--- src/sv/rdq_pkg.sv ---
// Package: shared constants and operation codes for the ring deque.
package rdq_pkg;

    localparam int DEPTH      = 16;
    localparam int NODE_WIDTH = 64;
    localparam int NODE_IO_W  = 64;
    localparam int IDX_W      = (DEPTH > 1) ? $clog2(DEPTH) : 1;
    localparam int CNT_W      = $clog2(DEPTH + 1);
    localparam int KIND_W     = 3;

    typedef enum logic [KIND_W-1:0] {
        K_PUSH_OVERWRITE = 3'd0,
        K_PUSH_TAIL      = 3'd1,
        K_PUSH_HEAD      = 3'd2,
        K_REPLACE_ALL    = 3'd3,
        K_PUSH_IF_EMPTY  = 3'd4,
        K_POP_HEAD       = 3'd5,
        K_CLEAR          = 3'd6
    } t_kind;

endpackage

--- src/sv/rdq_ram.sv ---
// Generic single-clock RAM: one write port, one read port with registered read data.
module rdq_ram #(
    parameter int WIDTH = 8,
    parameter int DEPTH = 16
) (
    input  logic                                  i_clk,
    input  logic                                  i_we,
    input  logic [((DEPTH > 1) ? $clog2(DEPTH) : 1)-1:0] i_waddr,
    input  logic [WIDTH-1:0]                      i_wdata,
    input  logic                                  i_re,
    input  logic [((DEPTH > 1) ? $clog2(DEPTH) : 1)-1:0] i_raddr,
    output logic [WIDTH-1:0]                      o_rdata
);

    logic [WIDTH-1:0] r_mem [DEPTH];
    logic [WIDTH-1:0] r_rdata;

    always_ff @(posedge i_clk) begin
        if (i_we) begin
            r_mem[i_waddr] <= i_wdata;
        end
        // hold read data until the next read
        if (i_re) begin
            r_rdata <= r_mem[i_raddr];
        end
    end

    assign o_rdata = r_rdata;

endmodule

--- src/sv/ring_deque_multi_mode_push.sv ---
// Top level: ring-buffer deque of node words with several push modes and head pop.
//
// Usage:
//   Input channel (i_in_valid / o_in_stall) carries one operation per
//   transaction: i_kind selects push overwrite, push tail, push head,
//   replace all, push if empty, pop head or clear; i_in_node is the node word.
//   Output channel (o_out_valid / i_out_stall) returns exactly one result
//   transaction per operation, in order: o_ok, o_out_node (popped node, else
//   zero) and o_fill (entries held after the operation).
//   An accepted operation passes through stage 1 and then the output
//   register. Throughput: one operation per cycle while the receiver does
//   not stall. Head index and fill count live in registers and are updated
//   at accept, so the next operation sees them at once; each operation
//   makes at most one access to the node RAM (a write for pushes, a read
//   for pop), and pop data arrives from the RAM's read register in stage 1.
//   Reset (synchronous, active low) empties the deque and drops any results
//   in flight; the node RAM is not cleared, since no entry is read before
//   it was written.
//   When the receiver stalls, the result holds in the output register, the
//   pop stage holds behind it, and o_in_stall rises once both are occupied.
module ring_deque_multi_mode_push
    import rdq_pkg::*;
(
    input  logic                  i_clk,
    input  logic                  i_rst_n,
    input  logic                  i_in_valid,
    output logic                  o_in_stall,
    input  logic [KIND_W-1:0]     i_kind,
    input  logic [NODE_IO_W-1:0]  i_in_node,
    output logic                  o_out_valid,
    input  logic                  i_out_stall,
    output logic                  o_ok,
    output logic [NODE_IO_W-1:0]  o_out_node,
    output logic [CNT_W-1:0]      o_fill
);

    localparam int SUM_W = CNT_W + 1;

    // deque state
    logic [IDX_W-1:0]      r_head, n_head;
    logic [CNT_W-1:0]      r_count, n_count;

    // stage 1: operation issued to the RAM, waiting for read data
    logic                  r_s1_valid;
    logic                  r_s1_ok, n_ok;
    logic                  r_s1_pop, n_pop;
    logic [CNT_W-1:0]      r_s1_fill;

    // output register
    logic                  r_o_valid;
    logic                  r_o_ok;
    logic [NODE_IO_W-1:0]  r_o_node;
    logic [CNT_W-1:0]      r_o_fill;

    // RAM port
    logic                  we, re;
    logic [IDX_W-1:0]      waddr;
    logic [NODE_WIDTH-1:0] wdata, rdata;

    logic                  in_accept, s1_adv;
    logic                  full, empty;
    logic [SUM_W-1:0]      tail_sum;
    logic [IDX_W-1:0]      tail, head_inc, head_dec;
    t_kind                 kind;

    assign kind      = t_kind'(i_kind);
    assign s1_adv    = r_s1_valid && (!r_o_valid || !i_out_stall);
    assign o_in_stall = r_s1_valid && !s1_adv;
    assign in_accept = i_in_valid && !o_in_stall;

    assign full  = (r_count == CNT_W'(DEPTH));
    assign empty = (r_count == '0);

    // tail slot: head + count, wrapped once
    assign tail_sum = SUM_W'(r_head) + SUM_W'(r_count);
    assign tail     = (tail_sum >= SUM_W'(DEPTH)) ? IDX_W'(tail_sum - SUM_W'(DEPTH))
                                                  : IDX_W'(tail_sum);
    assign head_inc = (r_head == IDX_W'(DEPTH - 1)) ? '0 : IDX_W'(r_head + 1'b1);
    assign head_dec = (r_head == '0) ? IDX_W'(DEPTH - 1) : IDX_W'(r_head - 1'b1);

    assign wdata = i_in_node[NODE_WIDTH-1:0];

    // operation decode: next head, count and RAM access
    always_comb begin
        n_head  = r_head;
        n_count = r_count;
        n_ok    = 1'b0;
        n_pop   = 1'b0;
        we      = 1'b0;
        re      = 1'b0;
        waddr   = tail;
        if (in_accept) begin
            unique case (kind)
                K_PUSH_OVERWRITE: begin
                    we   = 1'b1;
                    n_ok = 1'b1;
                    // full: tail lands on the oldest slot, advance head
                    if (full) begin
                        n_head = head_inc;
                    end else begin
                        n_count = r_count + 1'b1;
                    end
                end
                K_PUSH_TAIL: begin
                    if (!full) begin
                        we      = 1'b1;
                        n_count = r_count + 1'b1;
                        n_ok    = 1'b1;
                    end
                end
                K_PUSH_HEAD: begin
                    if (!full) begin
                        we      = 1'b1;
                        waddr   = head_dec;
                        n_head  = head_dec;
                        n_count = r_count + 1'b1;
                        n_ok    = 1'b1;
                    end
                end
                K_REPLACE_ALL: begin
                    we      = 1'b1;
                    waddr   = '0;
                    n_head  = '0;
                    n_count = CNT_W'(1);
                    n_ok    = 1'b1;
                end
                K_PUSH_IF_EMPTY: begin
                    if (empty) begin
                        we      = 1'b1;
                        waddr   = '0;
                        n_head  = '0;
                        n_count = CNT_W'(1);
                        n_ok    = 1'b1;
                    end
                end
                K_POP_HEAD: begin
                    if (!empty) begin
                        re      = 1'b1;
                        n_pop   = 1'b1;
                        n_head  = head_inc;
                        n_count = r_count - 1'b1;
                        n_ok    = 1'b1;
                    end
                end
                K_CLEAR: begin
                    n_head  = '0;
                    n_count = '0;
                    n_ok    = 1'b1;
                end
                default: begin
                    // unused code: no operation, refused
                end
            endcase
        end
    end

    rdq_ram #(
        .WIDTH (NODE_WIDTH),
        .DEPTH (DEPTH)
    ) u_node_ram (
        .i_clk   (i_clk),
        .i_we    (we),
        .i_waddr (waddr),
        .i_wdata (wdata),
        .i_re    (re),
        .i_raddr (r_head),
        .o_rdata (rdata)
    );

    // deque state and control
    always_ff @(posedge i_clk) begin
        if (!i_rst_n) begin
            r_head     <= '0;
            r_count    <= '0;
            r_s1_valid <= 1'b0;
            r_o_valid  <= 1'b0;
        end else begin
            r_head  <= n_head;
            r_count <= n_count;
            if (in_accept) begin
                r_s1_valid <= 1'b1;
            end else if (s1_adv) begin
                r_s1_valid <= 1'b0;
            end
            if (s1_adv) begin
                r_o_valid <= 1'b1;
            end else if (!i_out_stall) begin
                r_o_valid <= 1'b0;
            end
        end
    end

    // payload: stage 1 and output register
    always_ff @(posedge i_clk) begin
        if (in_accept) begin
            r_s1_ok   <= n_ok;
            r_s1_pop  <= n_pop;
            r_s1_fill <= n_count;
        end
        if (s1_adv) begin
            r_o_ok   <= r_s1_ok;
            r_o_fill <= r_s1_fill;
            r_o_node <= r_s1_pop ? NODE_IO_W'(rdata) : '0;
        end
    end

    assign o_out_valid = r_o_valid;
    assign o_ok        = r_o_ok;
    assign o_out_node  = r_o_node;
    assign o_fill      = r_o_fill;

    // checks
    a_count_range: assert property (@(posedge i_clk) disable iff (!i_rst_n)
        r_count <= CNT_W'(DEPTH))
        else $error("fill count beyond depth");

    a_head_range: assert property (@(posedge i_clk) disable iff (!i_rst_n)
        r_head <= IDX_W'(DEPTH - 1))
        else $error("head index beyond depth");

    a_refused_zero: assert property (@(posedge i_clk) disable iff (!i_rst_n)
        o_out_valid && !o_ok |-> o_out_node == '0)
        else $error("refused result carries a node");

    a_clear_empties: assert property (@(posedge i_clk) disable iff (!i_rst_n)
        in_accept && kind == K_CLEAR |=> r_count == '0 && r_head == '0)
        else $error("clear left entries");

    a_pop_empty_holds: assert property (@(posedge i_clk) disable iff (!i_rst_n)
        in_accept && kind == K_POP_HEAD && empty |=> r_count == '0)
        else $error("pop on empty changed the count");

endmodule

--- config.mk ---
export PLATFORM = sky130hd
export DESIGN_NAME = ring_deque_multi_mode_push
export DESIGN_NICKNAME = d
export VERILOG_FILES = /design/src/sv/rdq_pkg.sv /design/src/sv/rdq_ram.sv /design/src/sv/ring_deque_multi_mode_push.sv
export SDC_FILE = /design/constraint.sdc
export NUM_CORES = 1
export LEC_CHECK = 0
export BUFFER_PORTS_ARGS = -buffer_cell sky130_fd_sc_hd__buf_2
export CORE_ASPECT_RATIO = 0.7
export CORE_MARGIN = 1
export CORE_UTILIZATION = 43
export CTS_BUF_LIST = sky130_fd_sc_hd__clkbuf_16
export DETAILED_ROUTE_END_ITERATION = 10
export PLACE_DENSITY_LB_ADDON = 0.3
export SYNTH_ARGS = -nofsm -noshare
export SYNTH_HDL_FRONTEND = slang
export SYNTH_HIERARCHICAL = 1
export SYNTH_SLANG_ARGS = --single-unit
--- constraint.sdc ---
create_clock -name i_clk -period 18.8 [get_ports i_clk]
set_clock_uncertainty 0.05 [all_clocks]
set_input_delay 0.94 -clock i_clk [delete_from_list [all_inputs] [get_ports i_clk]]
set_output_delay 0.94 -clock i_clk [all_outputs]
set_load 0.01 [all_outputs]
# --- Word level (Yosys, flattened, before mapping) ---
# Memory sizes are Yosys's and may differ from the RTL's. A register that Yosys moved wholly into a read port is not among the register bits.
# Cells that the tools add are included.
op_classes:
  add_sub_neg: 6
  n_lt_le_gt_ge: 1
  eq_ne: 13
  muxes: 31
  reduce_logical: 19
op_table:
  columns: ["cell", "n"]
  rows:
  - ["2-to-1 mux 4 bit", 10]
  - ["one-hot mux 5 bit (5 select lines)", 1]
  - ["2-to-1 mux 5 bit", 4]
  - ["one-hot mux 4 bit (5 select lines)", 1]
  - ["2-to-1 mux 1 bit", 12]
  - ["one-hot mux 4 bit (3 select lines)", 1]
  - ["== test 3 bit, second input constant", 3]
  - ["inequality test 2 bit, second input constant", 4]
  - ["subtractor 4 x 1 -> 4 bit, second input constant", 2]
  - ["adder 4 x 5 -> 6 bit", 1]
  - ["== test 3 x 2 -> 1 bit, second input constant", 2]
  - [">= comparator 6 x 5 -> 1 bit, second input constant", 1]
  - ["AND reduction 6 bit", 1]
  - ["OR reduction 2 bit", 3]
  - ["OR reduction 3 bit", 2]
  - ["adder 5 x 1 -> 5 bit, second input constant", 1]
  - ["== test 5 bit, second input constant", 1]
  - ["zero test 5 bit", 1]
  - ["nonzero test 5 bit", 1]
  - ["subtractor 5 x 1 -> 5 bit, second input constant", 1]
  - ["adder 4 x 1 -> 4 bit, second input constant", 1]
  - ["== test 4 bit, second input constant", 1]
  - ["zero test 1 bit", 4]
  - ["zero test 4 bit", 1]
  - ["8 further kinds", 10]
word_totals:
  register_bits: 88
  ram_bits: 1024
  input_bits: 71
  out_inout_bits: 72
  word_cells: 81
  n_memories: 1
memory_table:
  columns: ["name", "words", "word_bits", "rd", "rd_clocked_by_memory_dff", "wr", "line_no", "rtl"]
  rows:
  - ["u_node_ram.r_mem", 16, 64, 1, 1, 1, "rdq_ram.sv:15", "logic [WIDTH-1:0] r_mem [DEPTH];"]

# --- Logic depth before layout (Yosys ltp) ---
logic_depth:
  ltp_word: 10
  ltp_mapped: 10
  mapped_depth_nobuf: 9

# --- Modules after synthesis ---
# The synthesis kept the hierarchy.
by_module_without_submodules:
  columns: ["mod", "instances", "cells_per_inst", "area_per_inst_um2", "seq_area_each_um2"]
  rows:
  - ["rdq_ram", 1, 1647, 40222.3, 32671.3]
  - ["ring_deque_multi_mode_push", 1, 328, 4139.0, 2532.4]

# --- Worst setup path before layout ---
# OpenSTA, ideal clock, no wires.
synth_timing:
  kind: "input -> register"
  from: "in i_kind[1]"
  to: "mem u_node_ram/r_mem[0][0] (netlist bit) (enable)"
  setup_ns: 0.565
  arrival_time_ns: 6.736
  required_ns: 18.185
  setup_slack_ns: 11.449
  cell_stages: 8
  n_path_buf: 1
  path_cell_list: "buf_2 > and2b_1 > o21ai_0 > a21oi_1 > a21oi_1 > o21bai_1 > or3b_2 > nor3_1"
synth_between:
  word_cells_on_any_way: 13
  classes_between: "eq/ne (4); mux (6); reduce/logical (3)"
synth_rtl:
  columns: ["item", "line_no", "rtl"]
  rows:
  - ["from (decl)", "ring_deque_multi_mode_push.sv:28", "input logic [KIND_W-1:0] i_kind,"]
  - ["== test 3 bit / == test 3 x 2 -> 1 bit (equally long branches)", "ring_deque_multi_mode_push.sv:93", "unique case (kind)"]
  - ["one-hot mux 4 bit (3 select lines) *", "ring_deque_multi_mode_push.sv:93", null]
  - ["2-to-1 mux 4 bit *", "ring_deque_multi_mode_push.sv:92", "if (in_accept) begin"]
  - ["via waddr[3]", "ring_deque_multi_mode_push.sv:57", "logic [IDX_W-1:0] waddr;"]
  - ["to (decl)", "rdq_ram.sv:15", null]
# The timed path passes the listed nets; every way through them passes the cells marked *.

# --- Worst setup path in the final report ---
layout_timing:
  from: "reg r_head[0]"
  to: "mem u_node_ram/r_mem[1][7] (netlist bit) (enable)"
layout_between:
  elab_chain_cells: 6
  word_cells_on_any_way: 11
  classes_between: "add/sub (3); order compare (1); mux (6); reduce/logical (1)"
layout_lines:
  columns: ["item", "line_no", "rtl"]
  rows:
  - ["from (decl)", "ring_deque_multi_mode_push.sv:40", "logic [IDX_W-1:0] r_head, n_head;"]
  - ["from (signal assigned)", "ring_deque_multi_mode_push.sv:178", "r_head <= n_head;"]
  - ["adder 4 x 5 -> 6 bit", "ring_deque_multi_mode_push.sv:75", "assign tail_sum = SUM_W'(r_head) + SUM_W'(r_count);"]
  - [">= comparator 6 x 5 -> 1 bit / subtractor 4 x 1 -> 4 bit (equally long branches)", "ring_deque_multi_mode_push.sv:76", "assign tail = (tail_sum >= SUM_W'(DEPTH)) ? IDX_W'(tail_sum - SUM_W'(DEPTH))"]
  - ["2-to-1 mux 4 bit", "ring_deque_multi_mode_push.sv:76", null]
  - ["2-to-1 mux 4 bit (on tied branches)", "ring_deque_multi_mode_push.sv:128, ring_deque_multi_mode_push.sv:112", null]
  - ["one-hot mux 4 bit (3 select lines)", "ring_deque_multi_mode_push.sv:93", null]
  - ["2-to-1 mux 4 bit *", "ring_deque_multi_mode_push.sv:92", null]
  - ["via waddr[3]", "ring_deque_multi_mode_push.sv:57", null]
# Marks and branches as above.

==> impl_metrics.env <==
export IMPL_internal_power_w=0.00430
export IMPL_core_area_mm2=0.102
export IMPL_initial_core_util_pct=43.4
export IMPL_layout_commonest_cell="edfxtp_1"
export IMPL_antenna_found_initial=13
export IMPL_grt_max_degree=158
export IMPL_rows=98
export IMPL_ys_warn_count=6
export IMPL_criticalPathCategory="reg -> reg"
export IMPL_first_iter_violations=1931
export IMPL_synthToLayoutAreaGrowth_pct=13.2
export IMPL_cts_sinks=1176
export IMPL_setup_viol=0
export IMPL_wl_per_cell_um=26.4
export IMPL_syn_area_per_cell_um2=22.5
export IMPL_seq_area_mm2=0.0352
export IMPL_vias_per_cell=5.70
export IMPL_finalNonFillerCells=3608
export IMPL_post_cts_buffers=0
export IMPL_violations="DRC"
export IMPL_ys_seq_elements=1176
export IMPL_pwr_share_comb_pct=6.7
export IMPL_status="finished, violations left"
export IMPL_dpl_hpwl_um=49100
export IMPL_hold_class="reg -> reg"
export IMPL_leakagePower_nw=15.7
export IMPL_yosys_most_used_dff="edfxtp_1"
export IMPL_first_pass_iters=8
export IMPL_grt_pass1_vias=21354
export IMPL_clkSlewWorstSetupHoldPaths_ns=0.07
export IMPL_worst_pin_slew_ns=1.31
export IMPL_synth_edff_count=1165
export IMPL_die_w_um=386
export IMPL_p_switching_w=0.00120
export IMPL_postCtsResizedCells=0
export IMPL_synth_async_reset_ratio_pct=0
export IMPL_worstHoldStart="r_s1_fill[2]"
export IMPL_via_count=20549
export IMPL_die_y_um=271
export IMPL_gr_total_overflow=0
export IMPL_crit_required_ns=19.07
export IMPL_ir_worst_vdd_v=0.0000835
export IMPL_final_max_slew_viol_count=0
export IMPL_fin_crit_ns=5.50
export IMPL_p_per_area_mw_per_mm2=110
export IMPL_cp_data_arrival_time_ns=5.77
export IMPL_drive_gt1_share_pct=27.9
export IMPL_portBuffers=142
export IMPL_dieArea_mm2=0.104
export IMPL_syn_area_mm2=0.0444
export IMPL_drt_wl_total_um=95200
export IMPL_yosysTopAreaCell="edfxtp_1"
export IMPL_maxSlewHeadroom_pct=12.8
export IMPL_h_tree_depth=3
export IMPL_grt_usage_pct=18.5
export IMPL_rr_startpoint="r_head[0]"
export IMPL_power_frac_seq_pct=53.9
export IMPL_cts_hold_buf=0
export IMPL_ys_top_cells_by_area="edfxtp_1, mux4_2, a22oi_1"
export IMPL_dp_cells=3398
export IMPL_drc=2
export IMPL_tns_ns=0
export IMPL_grt_first_pass_wirelength_um=142000
export IMPL_fin_crit_sh_pct=29.3
export IMPL_ys_seq_area_share_pct=79.4
export IMPL_ioPinCount=143
export IMPL_insertion_delay_ns=0.72
export IMPL_layout_common_cells="edfxtp_1, mux4_2, buf_2"
export IMPL_rsz0062_at_grt="no"
export IMPL_switching_share_pct=21.8
export IMPL_cts_tree="built"
export IMPL_clockPowerShare_pct=39.4
export IMPL_netlist_area_leader_share_pct=78.9
export IMPL_cts_root_buf="clkbuf_16"
export IMPL_max_freq_mhz=182
export IMPL_fillers=8135
export IMPL_multiInputGateArea_mm2=0.00871
export IMPL_syn_num_nets=2055
export IMPL_critical_path_startpoint="r_head[0]"
export IMPL_ant_nets=0
export IMPL_cap_violations=0
export IMPL_numCtsBuffers=109
export IMPL_num_nets_final=2239
export IMPL_worstPathMaxFanout=117
export IMPL_synth_distinct_cells=67
export IMPL_clock_path_buffers=3
export IMPL_place_gp_congestion=0.836
export IMPL_critPathLaunchType="flip-flop"
export IMPL_synthCells=1975
export IMPL_crit_path_end_kind="flip-flop"
export IMPL_finalHoldViolCount=0
==> synth_stat cells (3+ instances only) <==
cell type and number:
xnor2_1 6, dfxtp_1 11, buf_6 16, nand3_1 10, buf_1 13, nor3_1 6
mux4_2 256, and2_1 70, a22oi_1 129, nand2_1 80, a22o_1 3, nor2_1 19
buf_2 19, a21oi_1 12, o21ai_1 4, o211a_1 3, a21boi_0 3, clkbuf_1 50
inv_1 10, nor2b_1 5, ha_1 8, buf_4 6, edfxtp_1 1165, nand2b_1 6
o21ai_0 8
==> logic make-up after synthesis <==
group,after synthesis,share of synthesized area (%)
flops,1176,79.4
mux,256,13.0
simple gates,220,2.69
compound gates,191,3.19
buf+inv,116,1.36
fa+ha+maj,9,0.271
xor+xnor,7,0.138
==> routing by layer <==
| metal | global-route usage [%] | vias up | wire, um |
|---|---|---|---|
| li1 | - | 8696 | - |
| met1 | 26.5 | 11063 | 42200 |
| met2 | 29.5 | 650 | 46100 |
| met3 | 3.47 | 134 | 5320 |
| met4 | 4.13 | 6 | 1590 |
| met5 | 0 | - | 35 |
==> state kept, by name (all words and copies together) (netlist names) <==
name and cells:
o_out_node 64, r_s1_valid 1, u_node_ram/r_mem 1024, o_out_valid 1
r_s1_fill 5, r_count 5, o_ok 1, u_node_ram/o_rdata 64
r_s1_ok 1, r_s1_pop 1, o_fill 5, r_head 4
==> final cells by class <==
class                           count  share of cell area, %
Timing Repair Buffer              177                   1.99
Clock buffer                      111                   5.53
Sequential cell                  1176                   70.1
Inverter                           12                 0.0897
Multi-Input combinational cell    683                   17.4
Antenna cell                        2                0.00997
Clock inverter                     97                   1.51
Tap cell                         1350                   3.37
==> worst max-delay path: stages (launching register included) <==
cell and delay, ns:
dfxtp_4 0.77, buf_12 0.70, inv_1 0.17, ha_1 0.35, o21ba_2 0.26, nor3_1 0.04
o21ai_0 0.34, a21oi_1 0.12, o21bai_1 0.22, or3b_2 0.59, nor2_4 0.56, buf_4 0.86
==> power by group through the flow <==
| stage | Combinational, W | Clock, W | Sequential, W |
|---|---|---|---|
| 2_1_floorplan | 0.000242 | 0 | 0.00302 |
| 5_1_grt | 0.000397 | 0.00232 | 0.00297 |
| 3_3_place_gp | 0.000364 | 0 | 0.00302 |
| 6_report | 0.000367 | 0.00217 | 0.00296 |
| 3_5_place_dp | 0.000371 | 0 | 0.00302 |
| 4_1_cts | 0.000373 | 0.00222 | 0.00296 |
==> path summary, 6_finish.rpt <==
check / slack (ns) / cells after the start / end
setup reg to reg: 13.30 / 11 / u_node_ram/r_mem[1][7]
hold / removal: 0.37 / 0 / o_fill[2]
setup / recovery: 13.30 / 11 / u_node_ram/r_mem[1][7]
hold reg to reg: 0.37 / 0 / o_fill[2]
==> per-stage QoR <==
stage	power (W)	setup WS, ns	instance area (um2)	utilization, %	hold WS, ns
3_3_place_gp	0.00338	13.24	46700	45.7	0.358
3_5_place_dp	0.00339	13.18	46700	45.7	0.355
4_1_cts	0.00556	13.09	50200	49.1	0.370
2_1_floorplan	0.00326	11.45	44400	-	0.350
6_report	0.00550	13.30	50200	49.1	0.370
5_1_grt	0.00568	12.86	50200	49.1	0.386
(Power assumes the default switching activity.)
